**src/pidis_pkg.sv**
```systemverilog
// ----------------------------------------------------------------------------
// PID controller package
// Widths, register indexes, reset values and the configuration struct shared
// by the PID controller with integral separation.
// ----------------------------------------------------------------------------
package pidis_pkg;

    localparam int GAIN_W     = 16;
    localparam int SAMPLE_W   = 16;
    localparam int ERR_W      = 17;
    localparam int BAND_W     = 17;
    localparam int LIMIT_W    = 31;
    localparam int DATA_W     = 32;
    localparam int CFG_IDX_W  = 3;
    localparam int CFG_DATA_W = 31;

    // register indexes
    localparam logic [CFG_IDX_W-1:0] REG_GAIN_P         = 3'd0;
    localparam logic [CFG_IDX_W-1:0] REG_GAIN_I         = 3'd1;
    localparam logic [CFG_IDX_W-1:0] REG_GAIN_D         = 3'd2;
    localparam logic [CFG_IDX_W-1:0] REG_INTEGRAL_BAND  = 3'd3;
    localparam logic [CFG_IDX_W-1:0] REG_INTEGRAL_LIMIT = 3'd4;
    localparam logic [CFG_IDX_W-1:0] REG_OUTPUT_LIMIT   = 3'd5;

    // reset values
    localparam logic [BAND_W-1:0]  BAND_RST  = 17'h1FFFF;
    localparam logic [LIMIT_W-1:0] ILIM_RST  = 31'h7FFFFFFF;
    localparam logic [LIMIT_W-1:0] OLIM_RST  = 31'h0;

    typedef logic signed [SAMPLE_W-1:0] t_sample;
    typedef logic signed [DATA_W-1:0]   t_word;

    typedef struct packed {
        logic signed [GAIN_W-1:0] gain_p;
        logic signed [GAIN_W-1:0] gain_i;
        logic signed [GAIN_W-1:0] gain_d;
        logic [BAND_W-1:0]        integral_band;
        logic [LIMIT_W-1:0]       integral_limit;
        logic [LIMIT_W-1:0]       output_limit;
    } t_cfg;

endpackage

```
**src/pidis_cfg_regs.sv**
```systemverilog
// ----------------------------------------------------------------------------
// PID configuration registers
// Write-only register file for gains, integral band and clamp limits.
// ----------------------------------------------------------------------------
module pidis_cfg_regs (
    input  logic                             i_clk,
    input  logic                             i_rst_n,
    input  logic                             i_cfg_we,
    input  logic [pidis_pkg::CFG_IDX_W-1:0]  i_cfg_idx,
    input  logic [pidis_pkg::CFG_DATA_W-1:0] i_cfg_data,
    output pidis_pkg::t_cfg                  o_cfg
);
    import pidis_pkg::*;

    t_cfg r_cfg;

    always_ff @(posedge i_clk) begin
        if (!i_rst_n) begin
            r_cfg.gain_p         <= '0;
            r_cfg.gain_i         <= '0;
            r_cfg.gain_d         <= '0;
            r_cfg.integral_band  <= BAND_RST;
            r_cfg.integral_limit <= ILIM_RST;
            r_cfg.output_limit   <= OLIM_RST;
        end else if (i_cfg_we) begin
            unique case (i_cfg_idx)
                REG_GAIN_P:         r_cfg.gain_p         <= i_cfg_data[GAIN_W-1:0];
                REG_GAIN_I:         r_cfg.gain_i         <= i_cfg_data[GAIN_W-1:0];
                REG_GAIN_D:         r_cfg.gain_d         <= i_cfg_data[GAIN_W-1:0];
                REG_INTEGRAL_BAND:  r_cfg.integral_band  <= i_cfg_data[BAND_W-1:0];
                REG_INTEGRAL_LIMIT: r_cfg.integral_limit <= i_cfg_data[LIMIT_W-1:0];
                REG_OUTPUT_LIMIT:   r_cfg.output_limit   <= i_cfg_data[LIMIT_W-1:0];
                default: ;  // unmapped index: ignored
            endcase
        end
    end

    assign o_cfg = r_cfg;

endmodule

```
**config.mk**
```make
export PLATFORM = sky130hd
export DESIGN_NAME = pidis_cfg_regs
export DESIGN_NICKNAME = d
export VERILOG_FILES = /design/src/pidis_pkg.sv /design/src/pidis_cfg_regs.sv
export SDC_FILE = /design/constraint.sdc
export NUM_CORES = 1
export LEC_CHECK = 0
export ABC_CLOCK_PERIOD_IN_PS = 1200
export BUFFER_PORTS_ARGS = -buffer_cell sky130_fd_sc_hd__buf_2
export CAP_MARGIN = 20
export CORE_MARGIN = 5
export CORE_UTILIZATION = 40
export DETAILED_ROUTE_END_ITERATION = 10
export PLACE_DENSITY = 0.71
export SLEW_MARGIN = 20
export SYNTH_ARGS = -nofsm -noshare
export SYNTH_HDL_FRONTEND = slang
export SYNTH_SLANG_ARGS = --single-unit
export TNS_END_PERCENT = 100
```
**constraint.sdc**
```tcl
create_clock -name i_clk -period 1.2 [get_ports i_clk]
set_input_delay 0.06 -clock i_clk [delete_from_list [all_inputs] [get_ports i_clk]]
set_output_delay 0.06 -clock i_clk [all_outputs]
set_load 0.05 [all_outputs]
```
## Yosys cells after proc, flatten, opt, wreduce, memory -nomap -nowiden

Cells that the tools add are included.

- Equality and inequality tests: 5
- Reduce and logical (&&, ||, !) cells: 7

Operators with widths:

| cell | number |
|---|---|
| AND reduction 2 bit | 6 |
| equality test 3 x 2 -> 1 bit (second input constant) | 2 |
| equality test 3 bit (second input constant) | 2 |
| equality test 3 x 1 -> 1 bit (second input constant) | 1 |
| logical NOT 3 bit | 1 |

- Bits in registers: 127
- Output and inout port bits: 127

## Depth between registers and ports, before layout

Gate-level depths: netlist of run 1.

- Depth in word-level cells: 2
- Mapped depth: 5

## Worst setup path before layout of run 1

Ideal clock, no wire load.

- Kind: input to register
- Start point: in i_cfg_idx[1] (netlist bit)
- End point: reg r_cfg, in the netlist o_cfg[126]
- Library setup time: 120 ps
- Arrival: 993 ps
- Setup slack: 87 ps
- Stages: 4
- Path through: or4b_1 > buf_6 > buf_6 > mux2i_1

- Word-level cells in the longest chain between the ends: 2

RTL lines:

| what | RTL line | text |
|---|---|---|
| from (decl) | pidis_cfg_regs.sv:9 | `input logic [pidis_pkg::CFG_IDX_W-1:0] i_cfg_idx,` |
| logical NOT 3 bit | pidis_cfg_regs.sv:26 | `unique case (i_cfg_idx)` |
| AND reduction 2 bit (no source line) | n/a |  |
| to (decl) | pidis_cfg_regs.sv:15 | `t_cfg r_cfg;` |

No other way between the ends.
A chain may end at the register's enable or synchronous reset.

==> flow_summary.yaml, run 1 <==
grt:
  grt_max_degree: 70
  antenna_found_initial: 0
  first_global_vias: 4282
  gr-total-overflow: 0
  grt_pass1_wl_mm: 21.6
  track_usage_pct: 18.7
finish:
  largest_register_ffs: 127
  antennaDiodeCount: 0
  drive_above_1_share_pct: 31.1
  syn2layout_area_growth_pct: 41.8
  multiInputGateArea_mm2: 0.00229
  fill_cells: 1062
  seq_area_mm2: 0.00254
  layout.nets: 719
  final_util_pct: 58.3
setup_path:
  critPathKind: "in -> reg"
  cp-start-kind: "primary input"
  arrival_ns: 1.43
  path_max_fanout: 69
  cp.required_ns: 1.49
  timing.rr.start: "o_cfg[24]"
  r2r_setup_slack_ns: 0.55
  critPathLaunch: "i_rst_n"
  endpoint_kind: "flip-flop"
  rr_endpoint: "o_cfg[24]"
  reg2reg_depth: 2
sta:
  fin_crit_sh_pct: 94.8
  finalCriticalPeriod_ns: 1.14
  slew_headroom_pct: 80.7
  fin_ws_ns: 0.0629
  clock.fmax_ghz: 0.879
  maxSlewViolCount: 0
  setup_tns_ns: 0
  hold_viol: 0
  clock_skew_ns: 0
  hold_ws_ns: 0.192
  setup_viol: 0
  tightest_slew_ns: 0.291
floorplanning:
  start_util_pct: 41.1
  ios: 164
  dieArea_mm2: 0.0148
  dieWidth_um: 122
  rows: 40
  core-area_mm2: 0.0121
  dieHeight_um: 122
clock_tree:
  clockBufferDepth: 2
  tritoncts: "built"
  postCtsSetupBuffers: 0
  clockRootBuffer: "clkbuf_16"
  cts_made_buffers: 17
  path_clk_slew_ns: 0.06
  cts-htree-levels: 4
  clk_latency_ns: 0.41
  cts.sinks: 127
synth:
  syn-num-nets: 524
  yosys_warnings: 0
  synth_fa_ha_area_share_pct: 0
  synth_compound_area_share_pct: 0
  synthSimpleGateAreaFrac_pct: 19.8
  yosysSeqAreaShare_pct: 51.1
  synth_top_family_by_area: "multiplexers"
  synthCells: 487
  syn-mean-instance-area_um2: 10.2
  synth_xor_area_share_pct: 0
  async_flop_share_pct: 0
  synth_top_area_share_pct: 51.1
  synth_cell_types: 13
  netlist_area_mm2: 0.00498
  synthMuxAreaShare_pct: 25.5
  ys_ff_latch: 127
  ys.flop_type: "dfxtp_1"
  yosysTopAreaCell: "dfxtp_1"
  synth_common_cells: "127 x dfxtp_1, 127 x mux2i_1, 110 x nand2_1"
  synth_edf_count: 0
  synth_area_leaders: "dfxtp_1 51%, mux2i_1 26%, nor2b_1 9.9%"
route:
  wl_per_cell_um: 15.7
  route.vias.total: 4071
  dr.first_iter.drc_count: 136
  detailedRoute.firstPassIterationCount: 4
  wl_mm: 13.5
  post-route-drc-count: 0
  via_per_inst: 4.72
  ant_nets: 0
power:
  p_leak_nw: 3.30
  ir_worst_vdd_mv: 0.832
  powerDensity_mw_per_mm2: 1520
  total_power_mw: 10.7
worst_hold_path:
  min_path_cells: 4
  worstHoldEndpoint: "o_cfg[114]"
  hold_path.class: "in -> reg"
  worstHoldStart: "i_cfg_idx[0]"
run:
  drv_cap: 0
place:
  dp_hpwl_mm: 9.39
  port_buffers: 163
  gp_congestion: 0.739
  pre_cts_slack_ns: 0.00365
status:
  status: "finished clean"
worst max path at each step:
| stage | depth (start not counted) | slack [ns] | end |
|---|---|---|---|
| global route | 5 | -0.02 | o_cfg[76] |
| CTS | 1 | 0.07 | o_cfg[69] |
| floorplan | 4 | 0.09 | o_cfg[126] |
| finish | 5 | 0.06 | o_cfg[75] |
| detailed placement | 4 | 0.004 | o_cfg[125] |
| global placement | 4 | 0.002 | o_cfg[122] |
layout make-up:
class / instances / share of cell area [%]
clock buffer: 17 / 6.02
clock inverter: 15 / 2.66
multi-input combinational: 324 / 32.5
sequential: 127 / 36.0
tap: 168 / 2.98
timing repair buffer: 212 / 19.9
worst max-delay path, stage by stage:
cell and delay (ns):
dlygate4sd3_1 0.57, buf_6 0.18, buf_16 0.25, nor2b_1 0.24
mux2i_1 0.10
placed cells by master, fill, tap and decap left out, drive strengths merged, types with 3 or more instances in the layout:
cell type / instances
buf: 180
dlygate4sd3: 32
bufinv: 3
clkbuf: 17
nand2: 110
inv: 3
dfxtp: 127
nor2b: 79
clkinv: 7
mux2i: 127
where the power goes:
group / switching, mW / internal (mW) / total, mW / leakage, nW
logic: 0.694 / 0.389 / 1.08 / 1.98
registers: 0.0505 / 4.31 / 4.36 / 1.03
clock network: 1.97 / 3.30 / 5.26 / 0.296
total: 2.71 / 8.00 / 10.7 / 3.30
cells by family after synthesis:
| logic type | after synthesis |
|---|---|
| simple gates | 197 |
| mux | 127 |
| flops | 127 |
| buf+inv | 36 |
through the flow:
stage | instance area (um2) | cells
after floorplan | 4980 | 487
after global placement | 6110 | 799
after detailed placement | 6110 | 799
after CTS | 7050 | 863
after global routing | 7060 | 863
final | 7060 | 863
layer usage:
metal  vias to the layer above  share of wire, %  GRT usage [%]
li1                       1988                 -              -
met1                      1922                45           22.9
met2                       138                46           30.4
met3                        23               6.9           6.50
met4                         0               1.9           6.86
met5                         -                 0              0
timing repair:
| item | CTS | global route |
|---|---|---|
| setup endpoints to repair | 0 | 24 |
| resized for setup | 0 | 4 |
| hold buffers | 32 | 0 |
| hold endpoints to repair | 63 | 0 |
No activity file was read; power rests on OpenSTA's default activity.
==> inputs of run 2 (changes only) <==
--- a/config.mk
+++ b/config.mk
@@ -5,13 +5,13 @@
 export SDC_FILE = /design/constraint.sdc
 export NUM_CORES = 1
 export LEC_CHECK = 0
-export ABC_CLOCK_PERIOD_IN_PS = 1200
+export ABC_CLOCK_PERIOD_IN_PS = 1100
 export BUFFER_PORTS_ARGS = -buffer_cell sky130_fd_sc_hd__buf_2
 export CAP_MARGIN = 20
 export CORE_MARGIN = 5
 export CORE_UTILIZATION = 40
 export DETAILED_ROUTE_END_ITERATION = 10
-export PLACE_DENSITY = 0.71
+export PLACE_DENSITY = 0.69
 export SLEW_MARGIN = 20
 export SYNTH_ARGS = -nofsm -noshare
 export SYNTH_HDL_FRONTEND = slang
==> constraint.sdc (replaced) <==
create_clock -name i_clk -period 1.1 [get_ports i_clk]
set_input_delay 0.055 -clock i_clk [delete_from_list [all_inputs] [get_ports i_clk]]
set_output_delay 0.055 -clock i_clk [all_outputs]
set_load 0.05 [all_outputs]
==> run 2 against run 1 <==
Effect of this change: utilization increased by 1.7 points; non-clock buffer count is 3 higher; cell count is 0.35% higher; final area increased by 2.8%; largest power group unchanged.
==> flow_summary.yaml, run 2 (synthesized netlist as in run 1, its figures left out) <==
setup_path:
  endpoint_kind: "output pin"
  r2r_setup_slack_ns: 0.42
  rr_endpoint: "o_cfg[74]"
  crit_slowest_cell: "dfxtp_1"
  cp-start-kind: "flip-flop"
  arrival_ns: 1.03
  path_max_fanout: 2
  critPathKind: "reg -> out"
  path_cells: "clkbuf_4"
  cp_num_buf_inv: 1
  path_delay_family: "flip-flops"
  cp.required_ns: 1.04
  reg2reg_depth: 2
  cp_slowest_stage_delay_ns: 0.36
  timing.rr.start: "o_cfg[74]"
place:
  port_buffers: 163
  dp_hpwl_mm: 9.39
  dp_cells: 803
  gp_congestion: 0.740
  pre_cts_slack_ns: -0.0890
grt:
  first_global_vias: 4177
  antenna_found_initial: 0
  gr-total-overflow: 0
  grt_pass1_wl_mm: 21.5
  grt_max_degree: 44
  track_usage_pct: 18.5
sta:
  hold_viol: 0
  clock.fmax_ghz: 0.925
  finalCriticalPeriod_ns: 1.08
  fin_ws_ns: 0.0184
  fin_crit_sh_pct: 98.3
  slew_headroom_pct: 80.2
  hold_ws_ns: 0.0916
  setup_viol: 0
  maxSlewViolCount: 0
  setup_tns_ns: 0
  tightest_slew_ns: 0.297
  clock_skew_ns: 0
route:
  ant_nets: 0
  wl_per_cell_um: 15.4
  post-route-drc-count: 0
  wl_mm: 13.4
  via_per_inst: 4.64
  route.vias.total: 4020
  detailedRoute.firstPassIterationCount: 4
  dr.first_iter.drc_count: 138
clock_tree:
  cts-htree-levels: 4
  clockRootBuffer: "clkbuf_16"
  clk_latency_ns: 0.41
  tritoncts: "built"
  cts.sinks: 127
  postCtsSetupBuffers: 0
  cts_made_buffers: 17
  path_clk_slew_ns: 0.06
  clockBufferDepth: 2
finish:
  syn2layout_area_growth_pct: 45.9
  drive_above_1_share_pct: 31.2
  fin_cells: 866
  largest_register_ffs: 127
  final_cell_mix: "127 x mux2i_1, 127 x dfxtp_1, 110 x nand2_1"
  fill_cells: 1042
  layout.nets: 722
  seq_area_mm2: 0.00254
  antennaDiodeCount: 0
  final_util_pct: 60.0
  multiInputGateArea_mm2: 0.00229
floorplanning:
  rows: 40
  dieHeight_um: 122
  dieArea_mm2: 0.0148
  core-area_mm2: 0.0121
  dieWidth_um: 122
  start_util_pct: 41.1
  ios: 164
power:
  powerDensity_mw_per_mm2: 1620
  p_leak_nw: 3.36
  ir_worst_vdd_mv: 0.942
status:
  status: "finished clean"
run:
  drv_cap: 0
worst_hold_path:
  worstHoldStart: "i_rst_n"
  hold_path.class: "in -> reg"
  min_path_cells: 3
  worstHoldEndpoint: "o_cfg[37]"
==> run 2: cell count changes in the layout (fill, tap and decap cells not counted), moves of 2 or more <==
cell,delta
clkbuf_4,+61
inv_6,-2
buf_2,-80
clkinv_4,-4
buf_4,+25
clkinv_2,+2
clkbuf_8,+4
==> run 2: final cells by class <==
cell class                      instances  share of cell area (%)
Multi-Input combinational cell        324                    31.6
Tap cell                              168                    2.89
Timing Repair Buffer                  215                    22.0
Sequential cell                       127                    35.0
Clock inverter                         10                    1.84
Clock buffer                           22                    6.67
==> run 2: what timing repair did <==
item	in CTS	in global routing
gates cloned	0	0
resized for setup	15	69
hold buffers	31	0
endpoints found under the hold margin	63	0
setup endpoints to repair	15	65
==> run 2: worst max-delay path by stage <==
stage	depth (start not counted)	slack, ns	end	startpoint
2_1_floorplan	4	0.01	o_cfg[126]	i_cfg_idx[1]
3_3_place_gp	3	-0.06	o_cfg[123]	i_cfg_idx[1]
3_5_place_dp	3	-0.09	o_cfg[124]	i_cfg_idx[1]
4_1_cts	1	0.0005	o_cfg[61]	o_cfg[61]
5_1_grt	1	-0.02	o_cfg[21]	o_cfg[21]
6_report	1	0.02	o_cfg[59]	o_cfg[59]
==> run 2: per-stage QoR <==
step | power (mW) | cell area (um2)
5_1_grt | 12.2 | 7260
3_5_place_dp | 5.95 | 6130
6_report | 11.8 | 7260
2_1_floorplan | 5.59 | 4990
3_3_place_gp | 5.93 | 6130
4_1_cts | 11.8 | 7100
==> run 2: worst reg2reg max path, delay by kind of cell (launching register included) <==
| kind | cells | cell delay (ns) |
|---|---|---|
| AND/OR/NAND/NOR | 1 | 0.14 |
| flip-flops | 1 | 0.31 |
| multiplexers | 1 | 0.10 |
==> run 2: report_power, final <==
group	internal, mW	switching [mW]	leakage [nW]
Combinational	0.460	0.750	2.02
Clock	3.79	1.99	0.302
Sequential	4.71	0.0562	1.03
==> run 2: metal layers <==
layer | share of wire (%) | track usage, % | wire length, um
met5 | 0 | 0 | 0
met4 | 1.6 | 6.86 | 216
met3 | 8.7 | 7.34 | 1160
met2 | 46 | 28.6 | 6090
met1 | 44 | 23.3 | 5890
==> inputs of run 3 (changes only) <==
--- a/config.mk
+++ b/config.mk
@@ -9,9 +9,10 @@
 export BUFFER_PORTS_ARGS = -buffer_cell sky130_fd_sc_hd__buf_2
 export CAP_MARGIN = 20
 export CORE_MARGIN = 5
-export CORE_UTILIZATION = 40
+export CORE_UTILIZATION = 30
+export CTS_CLUSTER_DIAMETER = 60
 export DETAILED_ROUTE_END_ITERATION = 10
-export PLACE_DENSITY = 0.69
+export PLACE_DENSITY = 0.55
 export SLEW_MARGIN = 20
 export SYNTH_ARGS = -nofsm -noshare
 export SYNTH_HDL_FRONTEND = slang
==> run 3 against run 2 <==
Effect of this change: hold slack improved by 0.065 ns; register-to-register slack better by 0.03 ns; cell count grew 5.7%; sequential share of layout area decreased by 0.63 points; final area rose by 1.8%; utilization decreased by 15 points; critical path type unchanged; largest power group unchanged; highest routed layer unchanged.
==> flow_summary.yaml, run 3 (synthesized netlist as in run 1, its figures left out) <==
sta:
  clock.fmax_ghz: 0.945
  hold_viol: 0
  maxSlewViolCount: 0
  clock_skew_ns: 0
  fin_crit_sh_pct: 96.2
  setup_viol: 0
  tightest_slew_ns: 0.306
  setup_tns_ns: 0
  rsz0062_at_grt: "false"
  fin_ws_ns: 0.0415
  slew_headroom_pct: 79.6
  finalCriticalPeriod_ns: 1.06
power:
  p_sw_share_pct: 23.0
  ir_worst_vdd_mv: 1.02
  powerDensity_mw_per_mm2: 1640
  intPower_mw: 9.36
  pwr-share-clk_pct: 50.8
  power_frac_seq_pct: 39.2
  p_leak_nw: 3.37
  comb_power_share_pct: 10.0
  p_sw_mw: 2.80
setup_path:
  crit_slowest_cell: "dfxtp_1"
  cp.required_ns: 1.04
  endpoint_kind: "output pin"
  cp_slowest_stage_delay_ns: 0.33
  path_cells: "buf_2"
  rr_endpoint: "o_cfg[125]"
  path_delay_family: "flip-flops"
  timing.rr.start: "o_cfg[125]"
  arrival_ns: 1.00
  cp_num_buf_inv: 1
  critPathKind: "reg -> out"
  r2r_setup_slack_ns: 0.45
  path_max_fanout: 2
  cp-start-kind: "flip-flop"
  reg2reg_depth: 2
grt:
  gr-total-overflow: 0
  first_global_vias: 4197
  antenna_found_initial: 1
  grt_pass1_wl_mm: 22.6
  track_usage_pct: 14.6
  grt_max_degree: 58
floorplanning:
  dieHeight_um: 139
  ios: 164
  core-area_mm2: 0.0164
  dieArea_mm2: 0.0193
  rows: 47
  start_util_pct: 30.4
  dieWidth_um: 139
worst_hold_path:
  worstHoldEndpoint: "o_cfg[103]"
  worstHoldStart: "i_rst_n"
  hold_path.class: "in -> reg"
  min_path_cells: 4
route:
  detailedRoute.firstPassIterationCount: 4
  route.vias.total: 4028
  post-route-drc-count: 0
  via_per_inst: 4.40
  dr.first_iter.drc_count: 164
  wl_per_cell_um: 15.3
  ant_nets: 0
  wl_mm: 14.0
finish:
  multiInputGateArea_mm2: 0.00229
  fill_cells: 1561
  drive_above_1_share_pct: 30.8
  syn2layout_area_growth_pct: 48.5
  final_cell_mix: "127 x mux2i_1, 127 x dfxtp_1, 110 x nand2_1"
  largest_register_ffs: 127
  layout.nets: 718
  seq_area_mm2: 0.00254
clock_tree:
  clk_latency_ns: 0.41
  postCtsSetupBuffers: 0
  cts.sinks: 127
  path_clk_slew_ns: 0.06
  cts-htree-levels: 4
  clockBufferDepth: 2
  tritoncts: "built"
  cts_made_buffers: 17
  clockRootBuffer: "clkbuf_16"
place:
  pre_cts_slack_ns: -0.126
  gp_congestion: 0.710
  dp_hpwl_mm: 10.0
  port_buffers: 163
run:
  drv_cap: 0
status:
  status: "finished clean"
[run 3: area by class of cell]
| type | count | area share, % |
|---|---|---|
| flip-flops and latches | 127 | 34.4 |
| well taps | 220 | 3.72 |
| clock buffers | 21 | 6.36 |
| diodes | 1 | 0.0338 |
| repair buffers | 211 | 22.0 |
| multi-input cells | 324 | 31.0 |
| clock inverters | 11 | 2.50 |
[run 3: metrics by stage]
step	utilization, %	total power, mW	cells	hold slack [ns]	instance area [um2]
2_1_floorplan	-	5.59	487	0.197	4990
3_3_place_gp	37.8	5.94	851	0.314	6190
3_5_place_dp	37.8	5.96	851	0.325	6190
4_1_cts	43.9	12.3	914	0.132	7210
5_1_grt	45.1	12.6	915	0.157	7400
6_report	45.1	12.2	915	0.157	7400
[run 3: worst max-delay path by stage]
| stage | start | endpoint | slack, ns | cells past startpoint |
|---|---|---|---|---|
| finish | o_cfg[81] | o_cfg[81] | 0.04 | 1 |
| global placement | i_cfg_idx[1] | o_cfg[124] | -0.08 | 3 |
| detailed placement | i_cfg_idx[1] | o_cfg[125] | -0.13 | 3 |
| floorplan | i_cfg_idx[1] | o_cfg[126] | 0.01 | 4 |
| CTS | o_cfg[58] | o_cfg[58] | 0.0005 | 1 |
| global route | o_cfg[32] | o_cfg[32] | 0.0002 | 1 |
[run 3: power groups by stage]
| stage | Clock, mW | Combinational, mW | Sequential [mW] |
|---|---|---|---|
| finish | 6.17 | 1.22 | 4.76 |
| global route | 6.54 | 1.31 | 4.77 |
| CTS | 6.34 | 1.21 | 4.76 |
| detailed placement | 0 | 1.11 | 4.86 |
| global placement | 0 | 1.09 | 4.86 |
| floorplan | 0 | 0.379 | 5.21 |
[run 3: timing repair]
item                                   CTS  global route
hold buffers                            31             0
endpoints found under the hold margin   63             0
cloned                                   0             0
setup endpoints to repair               20            73
pin swaps                                0             0
resized for setup                       20            74
[run 3: worst reg2reg max path: stages (launching register included)]
cell,delay (ns)
dfxtp_1,0.35
nand2_1,0.06
mux2i_1,0.17
[run 3: per-layer routing]
metal / up-vias / global-route usage (%) / routed length [um]
met5: - / 0 / 0
met4: 0 / 5.15 / 308
met3: 26 / 5.93 / 929
met2: 123 / 21.9 / 6230
met1: 1889 / 19.0 / 6510
li1: 1990 / - / -
